`config.mk`:
```
export PLATFORM = sky130hd
export DESIGN_NAME = ascii_servo_command_parser_core
export DESIGN_NICKNAME = d
export VERILOG_FILES = /design/src/rtl/core/ascp_pkg.sv /design/src/rtl/core/ascp_fifo.sv /design/src/rtl/core/ascp_front.sv /design/src/rtl/core/ascp_back.sv /design/src/rtl/core/ascii_servo_command_parser_core.sv
export SDC_FILE = /design/constraint.sdc
export NUM_CORES = 1
export LEC_CHECK = 0
export BUFFER_PORTS_ARGS = -buffer_cell sky130_fd_sc_hd__buf_2
export CORE_MARGIN = 5
export CORE_UTILIZATION = 56
export DETAILED_ROUTE_END_ITERATION = 7
export GPL_ROUTABILITY_DRIVEN = 1
export GPL_TIMING_DRIVEN = 0
export PLACE_DENSITY = 0.79
export SYNTH_ARGS = -nofsm -noshare
export SYNTH_HDL_FRONTEND = slang
export SYNTH_SLANG_ARGS = --single-unit
```
`constraint.sdc`:
```
create_clock -name clk -period 6.15 [get_ports clk]
set_clock_uncertainty 0.1 [all_clocks]
set_input_delay 1.5375 -clock clk [delete_from_list [all_inputs] [get_ports clk]]
set_output_delay 1.5375 -clock clk [all_outputs]
set_load 0.02 [all_outputs]
```
`src/rtl/core/ascp_pkg.sv`:
```
// ============================================================================
// ascp_pkg: shared types and constants of the ASCII servo command parser
// Parse phases, character codes, register indexes and the item formats that
// travel between the parser front end, the queues and the executor.
// ============================================================================
package ascp_pkg;

    // Parse phases, one-hot
    typedef enum logic [5:0] {
        PH_CMD    = 6'b000001,
        PH_WS     = 6'b000010,
        PH_SIGN   = 6'b000100,
        PH_DIGITS = 6'b001000,
        PH_DONE   = 6'b010000,
        PH_FAIL   = 6'b100000
    } phase_t;

    // Character codes
    localparam logic [7:0] CH_NUL   = 8'h00;
    localparam logic [7:0] CH_LF    = 8'h0A;
    localparam logic [7:0] CH_CR    = 8'h0D;
    localparam logic [7:0] CH_SPACE = 8'h20;
    localparam logic [7:0] CH_TAB   = 8'h09;
    localparam logic [7:0] CH_VTAB  = 8'h0B;
    localparam logic [7:0] CH_FF    = 8'h0C;
    localparam logic [7:0] CH_PLUS  = 8'h2B;
    localparam logic [7:0] CH_MINUS = 8'h2D;
    localparam logic [7:0] CH_ZERO  = 8'h30;
    localparam logic [7:0] CH_NINE  = 8'h39;

    // Command characters
    localparam logic [7:0] CMD_CENTER = 8'h30;
    localparam logic [7:0] CMD_BOTH_A = 8'h31;
    localparam logic [7:0] CMD_BOTH_B = 8'h32;
    localparam logic [7:0] CMD_MIR_R  = 8'h33;
    localparam logic [7:0] CMD_MIR_L  = 8'h34;
    localparam logic [7:0] CMD_STOW   = 8'h38;
    localparam logic [7:0] CMD_DEPLOY = 8'h39;

    // Action codes
    typedef enum logic [1:0] {
        ACT_NONE  = 2'd0,
        ACT_SERVO = 2'd1,
        ACT_AUX   = 2'd2
    } action_t;

    // Configuration register indexes
    typedef enum logic [1:0] {
        REG_CENTER = 2'd0,
        REG_MIRROR = 2'd1,
        REG_DEPLOY = 2'd2,
        REG_STOW   = 2'd3
    } reg_index_t;

    localparam logic [15:0] CENTER_RESET = 16'd1500;
    localparam logic [15:0] MIRROR_RESET = 16'd3000;
    localparam logic [15:0] DEPLOY_RESET = 16'd500;
    localparam logic [15:0] STOW_RESET   = 16'd1500;

    // Magnitude limit: 2^31
    localparam logic [31:0] MAG_LIMIT = 32'h8000_0000;
    localparam logic [31:0] POS_MAX   = 32'h7FFF_FFFF;

    // Queue depths
    localparam int LINE_Q_DEPTH = 2;
    localparam int RES_Q_DEPTH  = 2;

    // One finished line, as classified by the front end
    typedef struct packed {
        logic        has_num;
        logic [7:0]  cmd;
        logic        neg;
        logic [31:0] mag;
    } line_desc_t;

    // One result item
    typedef struct packed {
        action_t     action;
        logic [31:0] s1;
        logic [31:0] s2;
        logic [15:0] aux;
    } result_t;

    // Configuration write
    typedef struct packed {
        logic        valid;
        reg_index_t  index;
        logic [15:0] data;
    } cfg_wr_t;

endpackage

```
`src/rtl/core/ascp_fifo.sv`:
```
// ============================================================================
// ascp_fifo: small synchronous queue
// Register-based FIFO with full and empty flags; push and pop may occur in
// the same cycle. Head entry is presented combinationally.
// ============================================================================
module ascp_fifo #(
    parameter int DEPTH = 2,
    parameter int WIDTH = 8
) (
    input  logic             clk,
    input  logic             rst_n,
    input  logic             push,
    input  logic [WIDTH-1:0] wdata,
    output logic             full,
    input  logic             pop,
    output logic [WIDTH-1:0] rdata,
    output logic             empty
);
    localparam int PW = (DEPTH > 1) ? $clog2(DEPTH) : 1;
    localparam int CW = $clog2(DEPTH + 1);

    logic [WIDTH-1:0] mem [DEPTH];
    logic [PW-1:0]    wr_ptr_reg, wr_ptr_next;
    logic [PW-1:0]    rd_ptr_reg, rd_ptr_next;
    logic [CW-1:0]    cnt_reg, cnt_next;
    logic             do_push, do_pop;

    assign full    = (cnt_reg == CW'(DEPTH));
    assign empty   = (cnt_reg == '0);
    assign do_push = push & ~full;
    assign do_pop  = pop & ~empty;
    assign rdata   = mem[rd_ptr_reg];

    always_comb
    begin
        wr_ptr_next = wr_ptr_reg;
        rd_ptr_next = rd_ptr_reg;
        cnt_next    = cnt_reg;
        if (do_push)
        begin
            wr_ptr_next = (wr_ptr_reg == PW'(DEPTH - 1)) ? '0 : wr_ptr_reg + 1'b1;
        end
        if (do_pop)
        begin
            rd_ptr_next = (rd_ptr_reg == PW'(DEPTH - 1)) ? '0 : rd_ptr_reg + 1'b1;
        end
        if (do_push && !do_pop)
        begin
            cnt_next = cnt_reg + 1'b1;
        end
        else if (do_pop && !do_push)
        begin
            cnt_next = cnt_reg - 1'b1;
        end
    end

    always_ff @(posedge clk or negedge rst_n)
    begin
        if (!rst_n)
        begin
            wr_ptr_reg <= '0;
            rd_ptr_reg <= '0;
            cnt_reg    <= '0;
        end
        else
        begin
            wr_ptr_reg <= wr_ptr_next;
            rd_ptr_reg <= rd_ptr_next;
            cnt_reg    <= cnt_next;
        end
    end

    always_ff @(posedge clk)
    begin
        if (do_push)
        begin
            mem[wr_ptr_reg] <= wdata;
        end
    end

endmodule

```
`src/rtl/core/ascp_front.sv`:
```
// ============================================================================
// ascp_front: byte parser
// Streams bytes through the line parser and hands one line descriptor to the
// line queue on every carriage return or line feed.
// ============================================================================
module ascp_front #(
    parameter int LINE_CAPACITY = 32
) (
    input  logic               clk,
    input  logic               rst_n,
    input  logic               in_valid,
    input  logic [7:0]         in_byte,
    input  logic               q_full,
    output logic               in_full,
    output logic               q_push,
    output ascp_pkg::line_desc_t q_desc
);
    import ascp_pkg::*;

    localparam int CNT_W = $clog2(LINE_CAPACITY);

    logic [CNT_W-1:0] cnt_reg, cnt_next;
    phase_t           phase_reg, phase_next;
    logic [7:0]       cmd_reg, cmd_next;
    logic             neg_reg, neg_next;
    logic [31:0]      mag_reg, mag_next;

    logic             accept, term, is_blank, is_digit;
    logic [35:0]      acc;
    logic [31:0]      mag_acc;

    assign in_full  = q_full;
    assign accept   = in_valid & ~q_full;
    assign term     = (in_byte == CH_LF) || (in_byte == CH_CR);
    assign is_blank = in_byte inside {CH_SPACE, CH_TAB, CH_VTAB, CH_FF};
    assign is_digit = in_byte inside {[CH_ZERO:CH_NINE]};

    // mag * 10 + digit, saturated at 2^31
    assign acc     = {1'b0, mag_reg, 3'b000} + {3'b000, mag_reg, 1'b0}
                   + {32'd0, in_byte[3:0]};
    assign mag_acc = (acc > {4'd0, MAG_LIMIT}) ? MAG_LIMIT : acc[31:0];

    assign q_push          = accept & term;
    assign q_desc.has_num  = (phase_reg == PH_DIGITS) || (phase_reg == PH_DONE);
    assign q_desc.cmd      = cmd_reg;
    assign q_desc.neg      = neg_reg;
    assign q_desc.mag      = mag_reg;

    always_comb
    begin
        cnt_next   = cnt_reg;
        phase_next = phase_reg;
        cmd_next   = cmd_reg;
        neg_next   = neg_reg;
        mag_next   = mag_reg;
        if (accept)
        begin
            if (term)
            begin
                cnt_next   = '0;
                phase_next = PH_CMD;
                cmd_next   = '0;
                neg_next   = 1'b0;
                mag_next   = '0;
            end
            else if (cnt_reg != CNT_W'(LINE_CAPACITY - 1))
            begin
                cnt_next = cnt_reg + 1'b1;
                case (phase_reg)
                    PH_CMD:
                    begin
                        if (in_byte == CH_NUL)
                        begin
                            phase_next = PH_FAIL;
                        end
                        else
                        begin
                            cmd_next   = in_byte;
                            phase_next = PH_WS;
                        end
                    end
                    PH_WS:
                    begin
                        if (is_blank)
                        begin
                            phase_next = PH_WS;
                        end
                        else if (in_byte == CH_PLUS)
                        begin
                            phase_next = PH_SIGN;
                        end
                        else if (in_byte == CH_MINUS)
                        begin
                            neg_next   = 1'b1;
                            phase_next = PH_SIGN;
                        end
                        else if (is_digit)
                        begin
                            mag_next   = mag_acc;
                            phase_next = PH_DIGITS;
                        end
                        else
                        begin
                            phase_next = PH_FAIL;
                        end
                    end
                    PH_SIGN:
                    begin
                        if (is_digit)
                        begin
                            mag_next   = mag_acc;
                            phase_next = PH_DIGITS;
                        end
                        else
                        begin
                            phase_next = PH_FAIL;
                        end
                    end
                    PH_DIGITS:
                    begin
                        if (is_digit)
                        begin
                            mag_next = mag_acc;
                        end
                        else
                        begin
                            phase_next = PH_DONE;
                        end
                    end
                    default:
                    begin
                        phase_next = phase_reg;
                    end
                endcase
            end
        end
    end

    always_ff @(posedge clk or negedge rst_n)
    begin
        if (!rst_n)
        begin
            cnt_reg   <= '0;
            phase_reg <= PH_CMD;
            cmd_reg   <= '0;
            neg_reg   <= 1'b0;
            mag_reg   <= '0;
        end
        else
        begin
            cnt_reg   <= cnt_next;
            phase_reg <= phase_next;
            cmd_reg   <= cmd_next;
            neg_reg   <= neg_next;
            mag_reg   <= mag_next;
        end
    end

endmodule

```
`src/rtl/core/ascp_back.sv`:
```
// ============================================================================
// ascp_back: command executor
// Holds the configuration registers, takes line descriptors from the line
// queue and turns each into one result item for the result queue.
// ============================================================================
module ascp_back (
    input  logic                 clk,
    input  logic                 rst_n,
    input  ascp_pkg::cfg_wr_t    cfg,
    input  logic                 q_empty,
    input  ascp_pkg::line_desc_t q_desc,
    output logic                 q_pop,
    input  logic                 r_full,
    output logic                 r_push,
    output ascp_pkg::result_t    r_item
);
    import ascp_pkg::*;

    logic [15:0] center_reg, mirror_reg, deploy_reg, stow_reg;
    logic [31:0] num, mirrored;

    assign q_pop  = ~q_empty & ~r_full;
    assign r_push = q_pop;

    // Signed number: negative wraps, positive clamps at 2^31-1
    assign num      = q_desc.neg ? (32'd0 - q_desc.mag)
                                 : (q_desc.mag[31] ? POS_MAX : q_desc.mag);
    assign mirrored = {16'd0, mirror_reg} - num;

    always_comb
    begin
        r_item.action = ACT_NONE;
        r_item.s1     = '0;
        r_item.s2     = '0;
        r_item.aux    = '0;
        if (q_desc.has_num)
        begin
            case (q_desc.cmd)
                CMD_BOTH_A, CMD_BOTH_B:
                begin
                    r_item.action = ACT_SERVO;
                    r_item.s1     = num;
                    r_item.s2     = num;
                end
                CMD_MIR_R:
                begin
                    r_item.action = ACT_SERVO;
                    r_item.s1     = num;
                    r_item.s2     = mirrored;
                end
                CMD_MIR_L:
                begin
                    r_item.action = ACT_SERVO;
                    r_item.s1     = mirrored;
                    r_item.s2     = num;
                end
                CMD_CENTER:
                begin
                    r_item.action = ACT_SERVO;
                    r_item.s1     = {16'd0, center_reg};
                    r_item.s2     = {16'd0, center_reg};
                end
                CMD_DEPLOY:
                begin
                    r_item.action = ACT_AUX;
                    r_item.aux    = deploy_reg;
                end
                CMD_STOW:
                begin
                    r_item.action = ACT_AUX;
                    r_item.aux    = stow_reg;
                end
                default:
                begin
                    r_item.action = ACT_NONE;
                end
            endcase
        end
    end

    always_ff @(posedge clk or negedge rst_n)
    begin
        if (!rst_n)
        begin
            center_reg <= CENTER_RESET;
            mirror_reg <= MIRROR_RESET;
            deploy_reg <= DEPLOY_RESET;
            stow_reg   <= STOW_RESET;
        end
        else if (cfg.valid)
        begin
            case (cfg.index)
                REG_CENTER: center_reg <= cfg.data;
                REG_MIRROR: mirror_reg <= cfg.data;
                REG_DEPLOY: deploy_reg <= cfg.data;
                REG_STOW:   stow_reg   <= cfg.data;
                default:    center_reg <= center_reg;
            endcase
        end
    end

endmodule

```
`src/rtl/core/ascii_servo_command_parser_core.sv`:
```
// ============================================================================
// ascii_servo_command_parser_core: ASCII servo command parser
// Parses serial text lines into servo and auxiliary pulse updates.
// ============================================================================
// Throughput: one byte per cycle while the line queue has room; the parser's
//   combinational multiply-by-ten-and-add on the magnitude register sets that figure.
// Path: an accepted line terminator is written into the line queue; the executor
//   then writes its result into the result queue, whose head drives the result ports.
// Reset (rst_n low, async): parser returns to "expect command character",
//   both queues empty, configuration registers back to their defaults.
module ascii_servo_command_parser_core #(
    parameter int LINE_CAPACITY = 32
) (
    input  logic        clk,
    input  logic        rst_n,
    // byte input, queue style
    input  logic        push,
    output logic        full,
    input  logic [7:0]  rx_byte,
    // result output, queue style
    output logic        empty,
    input  logic        pop,
    output logic [1:0]  action,
    output logic [31:0] servo_one_pulse,
    output logic [31:0] servo_two_pulse,
    output logic [15:0] aux_pulse,
    // configuration write channel
    input  logic        cfg_valid,
    output logic        cfg_ready,
    input  logic [1:0]  cfg_index,
    input  logic [15:0] cfg_data
);
    import ascp_pkg::*;

    localparam int DESC_W = $bits(line_desc_t);
    localparam int RES_W  = $bits(result_t);

    // Front end -> line queue
    logic        lq_push, lq_full, lq_pop, lq_empty;
    line_desc_t  lq_wdesc, lq_rdesc;

    // Executor -> result queue
    logic        rq_push, rq_full;
    result_t     rq_witem, rq_ritem;

    cfg_wr_t     cfg_wr;

    // Registers must only change while idle; the block does not enforce this, and writes are always accepted.
    assign cfg_ready    = 1'b1;
    assign cfg_wr.valid = cfg_valid & cfg_ready;
    assign cfg_wr.index = reg_index_t'(cfg_index);
    assign cfg_wr.data  = cfg_data;

    // Parser: one byte per cycle, stalls only when the line queue is full.
    ascp_front #(
        .LINE_CAPACITY (LINE_CAPACITY)
    ) u_front (
        .clk      (clk),
        .rst_n    (rst_n),
        .in_valid (push),
        .in_byte  (rx_byte),
        .q_full   (lq_full),
        .in_full  (full),
        .q_push   (lq_push),
        .q_desc   (lq_wdesc)
    );

    // Line queue decouples parsing from execution.
    ascp_fifo #(
        .DEPTH (LINE_Q_DEPTH),
        .WIDTH (DESC_W)
    ) u_line_q (
        .clk   (clk),
        .rst_n (rst_n),
        .push  (lq_push),
        .wdata (lq_wdesc),
        .full  (lq_full),
        .pop   (lq_pop),
        .rdata (lq_rdesc),
        .empty (lq_empty)
    );

    // Executor: one line per cycle while the result queue has room.
    ascp_back u_back (
        .clk     (clk),
        .rst_n   (rst_n),
        .cfg     (cfg_wr),
        .q_empty (lq_empty),
        .q_desc  (lq_rdesc),
        .q_pop   (lq_pop),
        .r_full  (rq_full),
        .r_push  (rq_push),
        .r_item  (rq_witem)
    );

    // Result queue: its head drives the result ports.
    ascp_fifo #(
        .DEPTH (RES_Q_DEPTH),
        .WIDTH (RES_W)
    ) u_res_q (
        .clk   (clk),
        .rst_n (rst_n),
        .push  (rq_push),
        .wdata (rq_witem),
        .full  (rq_full),
        .pop   (pop),
        .rdata (rq_ritem),
        .empty (empty)
    );

    assign action          = rq_ritem.action;
    assign servo_one_pulse = rq_ritem.s1;
    assign servo_two_pulse = rq_ritem.s2;
    assign aux_pulse       = rq_ritem.aux;

endmodule
```
==> results of run 1 <==
Yosys cell counts (4+ instances only):
library cell  count  area share, %
ha_1             81            5.1
o32ai_1           4           0.18
nand4_1          11           0.34
nand2b_1         31           0.97
a21oi_1          75            1.9
a31o_2            4           0.18
nand3b_1          7           0.26
dfstp_2          28            3.7
xnor2_1          31            1.4
nand2_1         124            2.3
or3_1            19           0.60
o21ai_0          98            2.5
edfxtp_1        248             37
nor4_1           10           0.31
buf_2             6           0.15
and3_1           14           0.44
nor3b_1           8           0.30
a41oi_1           4           0.18
buf_6             4           0.23
nor2_1          131            2.5
or4_1             5           0.19
mux2_2          163            9.2
and2_1           11           0.34
o211ai_1         24           0.90
o2111ai_1         6           0.26
nand3_1          25           0.63
inv_1            41           0.77
o221ai_1         15           0.66
xor2_1           32            1.4
a211oi_1         12           0.45
mux2i_1          36            1.8
buf_4             5           0.19
a222oi_1         15           0.75
nor3_1           34           0.85
nor4_2            4           0.25
dfrtp_1          96             12
nor2b_1          12           0.38
or2_2             4           0.13
o21a_1           11           0.41
o31ai_1           6           0.23
clkbuf_1         51           0.96
o22ai_1          13           0.41
a21o_1           18           0.68
a31oi_1          12           0.38
a22oi_1          25           0.94
per-layer routing:
metal  up-vias  wire [um]
li1       6743          -
met4         2       1630
met5         -          7
met3        98       2440
met1      6998      20200
met2       497      22800
logic make-up after synthesis:
logic type | after synthesis
AO/OA/AOI/OAI | 384
adder cells (fa/ha/maj) | 84
flip-flops | 372
buffers and inverters | 111
multiplexers | 202
XOR/XNOR | 63
AND/OR/NAND/NOR | 470
other | 1
report_power, final:
part | switching (mW) | total, mW | internal [mW]
clock network | 0.950 | 2.25 | 1.30
registers | 0.252 | 3.74 | 3.49
logic | 2.53 | 4.09 | 1.56
repair_timing:
item | 4_1_cts | 5_1_grt
resized for setup | 15 | 8
cloned | 0 | 1
pin swaps | 2 | 6
hold endpoints to repair | 0 | 0
endpoints found under the setup margin | 92 | 32
buffers inserted | 2 | 4
per-stage QoR:
step,hold WS (ps),setup TNS [ps]
after floorplan,338,0
after global placement,353,-148150
after detailed placement,356,-74510
after CTS,371,0
after global routing,391,0
final,374,0
final timing paths:
path	start	end	slack [ps]	cells after the start
setup / recovery	u_line_q.rd_ptr_reg$_DFFE_PN0P_	u_res_q.mem[1][35]$_DFFE_PP_	280	23
hold / removal	u_front.cmd_reg[1]$_DFFE_PN0P_	u_line_q.mem[1][34]$_DFFE_PP_	370	0
setup reg to reg	u_line_q.rd_ptr_reg$_DFFE_PN0P_	u_res_q.mem[1][35]$_DFFE_PP_	280	23
hold reg to reg	u_front.cmd_reg[1]$_DFFE_PN0P_	u_line_q.mem[1][34]$_DFFE_PP_	370	0
max in group asynchronous	rst_n	u_back.stow_reg[4]$_DFFE_PN1P_	4300	2
min in group asynchronous	rst_n	u_res_q.rd_ptr_reg$_DFFE_PN0P_	870	1
final cells by class:
cell class / count / area share [%]
clock buffers: 43 / 4.23
inverters: 42 / 0.696
plain buffers: 66 / 1.42
clock inverters: 24 / 1.12
well taps: 461 / 2.55
repair buffers: 128 / 3.55
multi-input cells: 1204 / 39.7
diodes: 1 / 0.0111
flip-flops and latches: 372 / 46.8
worst max-delay path, delay by kind of cell (launching register included):
| kind | cells | cell delay, ps |
|---|---|---|
| AO/OA/AOI/OAI | 8 | 2050 |
| adder cells (fa/ha/maj) | 2 | 690 |
| buffers and inverters | 8 | 1310 |
| flip-flops | 1 | 390 |
| multiplexers | 1 | 280 |
| AND/OR/NAND/NOR | 4 | 790 |
==> impl_metrics.py, run 1 <==
metrics = {
    "cts": {
        "clk_latency_ps": 550,
        "cts_buffer_depth": 3,
        "cts-root-buf": "clkbuf_16",
        "cts.sinks": 372,
        "path_clk_slew_ps": 60,
        "cts.hold.buffers_added": 0,
        "numCtsBuffers": 37,
        "cts_tree": "done",
        "h-tree-depth": 2,
    },
    "die": {
        "num_rows": 69,
        "chipWidth_um": 199,
        "io_pins": 116,
        "die_h_um": 199,
        "start_util_pct": 56.4,
        "dieArea_um2": 39500,
        "core_region_area_um2": 35400,
    },
    "setup_path": {
        "worstSetupPathType": "register to register",
        "cp.required_ps": 6350,
        "cp_common_cell": "buf_6",
        "crit_chain": "buf_6 > buf_6 > buf_6 > buf_12 > buf_6 > mux2i_2 > ha_2 > buf_4 > nand2_1 > a22oi_1 > inv_1 > ha_1 > or2_2 > a31oi_1 > a211oi_2 > a211oi_2 > a2111oi_4 > o221ai_2 > a211oi_4 > buf_12 > nor2_1 > or4_1 > o221ai_1",
        "crit_path_start_kind": "register",
        "slowest_stage": "or4_1",
        "cp_max_fo": 20,
        "slowest_delay_ps": 520,
        "critPathArrivalTime_ps": 6070,
        "cp-end-kind": "register",
    },
    "timing": {
        "drv_slew": 0,
        "clock.fmax_mhz": 170,
        "rsz0062_at_grt": "false",
        "finalHoldViolations": 0,
        "finalSetupViolations": 0,
        "worst_slack_ps": 281,
        "slew-limit-headroom_pct": 22.0,
        "fin_crit_sh_pct": 95.4,
        "worst_pin_slew_ps": 1170,
        "layout_min_cycle_time_ps": 5870,
    },
    "layout": {
        "multi_input_area_um2": 8980,
        "final_common_cell": "edfxtp_1",
        "drive_gt1_share_pct": 23.8,
        "final_cells": 2341,
        "fillers": 2642,
        "design_area_um2": 22600,
        "post-route-util_pct": 64.0,
        "area_delta_synth_final_pct": 13.4,
        "final_nets": 1966,
        "mostFrequentLayoutCells": "248 x edfxtp_1, 163 x mux2_2, 130 x nor2_1, 124 x nand2_1, 116 x buf_2",
        "seqCellArea_um2": 10600,
        "largest_register_ffs": 164,
    },
    "global_route": {
        "grt_util_met1_pct": 31.7,
        "busiest_layer": "met2",
        "grt_pass1_vias": 14200,
        "met2_usage_pct": 39.6,
        "grt_antenna_before_repair": 2,
        "grt_pass1_wl_um": 75100,
        "grt_max_degree": 69,
        "grt_usage_pct": 23.5,
        "grtUsageMet3_pct": 2.63,
        "globalRouteOverflowTotal": 0,
    },
    "yosys": {
        "synth_top_family_by_area": "compound AO/OA/AOI/OAI gates",
        "synthSimpleGateAreaFrac_pct": 12.0,
        "yosys_warnings": 0,
        "synthMuxAreaShare_pct": 11.2,
        "synth-adder-area-share_pct": 5.38,
        "synth_cell_type_count": 93,
        "mappedNetlistArea_um2": 20000,
        "synthArstFlopShare_pct": 33.3,
        "syn_inst": 1687,
        "syn_nets": 1802,
        "ys_ff_latch": 372,
        "ys_seq_area_share_pct": 53.0,
        "synth_edf_count": 248,
        "synth_compound_area_share_pct": 13.3,
        "synth-xor-area-share_pct": 2.76,
        "postSynthAreaPerCell_um2": 11.8,
        "synth_top_flop_cell": "edfxtp_1",
    },
    "route": {
        "drc": 0,
        "drt_iter0_drc": 1369,
        "first_pass_iters": 7,
        "wirelength_um": 47100,
        "vias": 14300,
        "wl_per_cell_um": 20.1,
        "antenna_left": 0,
        "vias_per_cell": 6.12,
    },
    "run": {
        "drv_cap": 0,
    },
    "placed_design": {
        "gp_congestion": 0.932,
        "hpwl_um": 34800,
        "port_buffers": 113,
        "place_area_um2": 21300,
        "place_ws_ps": -1310,
        "numPlacedInstances": 2269,
    },
    "power": {
        "p_leak_nw": 8.90,
        "design_power_total_mw": 10.1,
        "peakVddDrop_uv": 369,
        "power_density_nw_per_um2": 446,
    },
    "outcome": {
        "status": "completed",
    },
    "worst_hold_path": {
        "hp-class": "register to register",
    },
}
Power figures use the tool's default switching activity.
==> run 2: changes to the inputs <==
--- a/config.mk
+++ b/config.mk
@@ -5,6 +5,7 @@
 export SDC_FILE = /design/constraint.sdc
 export NUM_CORES = 1
 export LEC_CHECK = 0
+export ABC_AREA = 1
 export BUFFER_PORTS_ARGS = -buffer_cell sky130_fd_sc_hd__buf_2
 export CORE_MARGIN = 5
 export CORE_UTILIZATION = 56
@@ -12,6 +13,8 @@
 export GPL_ROUTABILITY_DRIVEN = 1
 export GPL_TIMING_DRIVEN = 0
 export PLACE_DENSITY = 0.79
+export SETUP_SLACK_MARGIN = 0.02
 export SYNTH_ARGS = -nofsm -noshare
 export SYNTH_HDL_FRONTEND = slang
+export SYNTH_HIERARCHICAL = 1
 export SYNTH_SLANG_ARGS = --single-unit
==> impl_metrics.py, run 2 <==
metrics = {
    "outcome": {
        "status": "completed",
    },
    "placed_design": {
        "hpwl_um": 43800,
        "place_area_um2": 22700,
        "gp_congestion": 0.961,
        "port_buffers": 114,
    },
    "yosys": {
        "ys_seq_area_share_pct": 49.5,
        "synth_edf_count": 248,
        "mappedNetlistArea_um2": 21400,
        "ys_ff_latch": 372,
        "synth_top_area_cell": "edfxtp_1",
        "netlist_top_cells_area": "edfxtp_1 35%, nand2_1 18%, dfrtp_1 11%",
        "yosys_warnings": 6,
        "synthArstFlopShare_pct": 33.3,
        "synth_common_cells": "998 x nand2_1, 264 x inv_1, 248 x edfxtp_1, 223 x nor2_1, 140 x nand3_1",
        "synth_cell_type_count": 57,
        "postSynthAreaPerCell_um2": 8.10,
        "syn_nets": 2760,
        "syn_inst": 2642,
        "netlist.area_leader.share_pct": 34.8,
        "synth_top_flop_cell": "edfxtp_1",
        "yosys.cell_count.top_type": "nand2_1",
    },
    "cts": {
        "numCtsBuffers": 35,
        "cts.hold.buffers_added": 0,
        "cts-root-buf": "clkbuf_16",
        "cts_buffer_depth": 3,
        "clk_latency_ps": 520,
        "cts_tree": "done",
        "cts.sinks": 372,
        "post_cts_buffers": 0,
        "h-tree-depth": 2,
        "ctsResizeCount": 0,
        "path_clk_slew_ps": 60,
    },
    "timing": {
        "fin_crit_sh_pct": 79.1,
        "slew-limit-headroom_pct": 8.60,
        "worst_pin_slew_ps": 1360,
        "layout_min_cycle_time_ps": 4870,
        "finalSetupViolations": 0,
        "finalHoldViolations": 0,
        "drv_slew": 0,
        "rsz0062_at_grt": "false",
        "clock.fmax_mhz": 205,
        "whs_ps": 385,
        "fin_tns_setup_ps": 0,
    },
    "setup_path": {
        "cp_num_buf_inv": 7,
        "crit_path_start_kind": "register",
        "critPathArrivalTime_ps": 5070,
        "cp_max_fo": 10,
        "cp.required_ps": 6350,
        "cp_common_cell": "nand2_1",
        "reg2reg_depth": 26,
        "path_delay_family": "simple AND/OR/NAND/NOR gates",
        "worstSetupPathType": "register to register",
        "slowest_delay_ps": 450,
        "slowest_stage": "o21ai_0",
        "cp_num_cells": 26,
        "cp-end-kind": "register",
    },
    "die": {
        "chipWidth_um": 206,
        "start_util_pct": 56.8,
        "num_rows": 71,
        "die_h_um": 206,
        "io_pins": 116,
        "dieArea_um2": 42200,
        "core_region_area_um2": 37700,
    },
    "layout": {
        "post-route-util_pct": 63.3,
        "n_antenna_cell": 0,
        "area_delta_synth_final_pct": 11.5,
        "design_area_um2": 23900,
        "final_common_cell": "nand2_1",
        "mostFrequentLayoutCells": "998 x nand2_1, 262 x inv_1, 248 x edfxtp_1, 221 x nor2_1, 140 x nand3_1",
        "drive_gt1_share_pct": 11.9,
        "largest_register_ffs": 164,
        "final_nets": 2916,
    },
    "worst_hold_path": {
        "whs_path_depth": 0,
        "hp-class": "register to register",
    },
    "route": {
        "wl_per_cell_um": 16.8,
        "wirelength_um": 56000,
        "drt_iter0_drc": 1570,
        "first_pass_iters": 6,
        "antenna_left": 0,
        "drc": 0,
        "vias": 18100,
        "vias_per_cell": 5.43,
    },
    "global_route": {
        "grt_usage_pct": 26.7,
        "grt_pass1_vias": 17600,
        "grt_max_degree": 103,
        "globalRouteOverflowTotal": 0,
        "grt_pass1_wl_um": 90300,
        "grt_antenna_before_repair": 0,
    },
    "power": {
        "peakVddDrop_uv": 234,
        "power_density_nw_per_um2": 431,
        "p_leak_nw": 11.4,
    },
    "run": {
        "drv_cap": 0,
    },
}
[run 2: cell families (layout without fill, tap and decap cells)]
group	after synthesis	after routing	synth area share [%]
multiplexers	1	1	0.0526
AND/OR/NAND/NOR	1503	1503	29.5
other	1	1	0.0175
buffers and inverters	359	541	7.06
AO/OA/AOI/OAI	287	287	7.32
flip-flops	372	372	49.5
adder cells (fa/ha/maj)	87	87	5.19
XOR/XNOR	32	32	1.38
[run 2: per-stage QoR]
stage          power (mW)  cells  worst slack, ps
6_report             10.3   3335             1280
5_1_grt              10.9   3335              907
4_1_cts              10.3   3335             1450
3_5_place_dp         8.20   3272             1120
3_3_place_gp         8.08   3267             -719
2_1_floorplan        6.84   2642             1210
[run 2: cell type report]
class,instances,area [um^2]
inverter,277,1040
multi-input combinational,1911,9330
tap,511,639
clock inverter,16,136
sequential,372,10600
timing repair buffer,119,684
clock buffer,47,973
fill,3265,13800
buffer,82,468
[run 2: routing by layer]
layer  part of all wire [%]  track usage (%)
met5                      0                0
met4                    3.9             9.74
met3                    5.5             2.60
met2                     49             46.1
met1                     42             35.1
[run 2: path summary, 6_finish.rpt]
kind                                                      start                                to  slack (ps)
worst min register to register   u_front/cmd_reg[6]$_DFFE_PN0P_     u_line_q/mem[1][39]$_DFFE_PP_         380
worst max-delay path            u_line_q/rd_ptr_reg$_DFFE_PN0P_      u_res_q/mem[1][76]$_DFFE_PP_        1280
min in group asynchronous                                 rst_n    u_res_q/cnt_reg[0]$_DFFE_PN0P_         760
worst min-delay path             u_front/cmd_reg[6]$_DFFE_PN0P_     u_line_q/mem[1][39]$_DFFE_PP_         380
max in group asynchronous                                 rst_n  u_back/mirror_reg[5]$_DFFE_PN1P_        4360
worst max register to register  u_line_q/rd_ptr_reg$_DFFE_PN0P_      u_res_q/mem[1][76]$_DFFE_PP_        1280
[run 2: power breakdown]
part / total [mW] / internal, mW / switching, mW
Clock: 2.08 / 1.20 / 0.875
Combinational: 4.46 / 1.32 / 3.14
Sequential: 3.74 / 3.47 / 0.272
[run 2: worst reg2reg max path: stages (launching register included)]
cell     delay, ps
dfrtp_1        380
buf_4          180
inv_4          110
buf_4          190
nand2_1         60
nand2_1         60
buf_4          190
buf_2          250
buf_2          260
nand2_1        110
o21ai_0        450
inv_1          130
ha_1           410
nand2_1         80
o21ai_1        220
nand2_1         90
nand2_1        130
nand2_1         80
nand2_1        140
nand3_1         90
nand2_1        150
nand2_2        110
nor2_4         160
nand3_1         90
nand2_1         90
nand2_1         50
a21oi_1        290
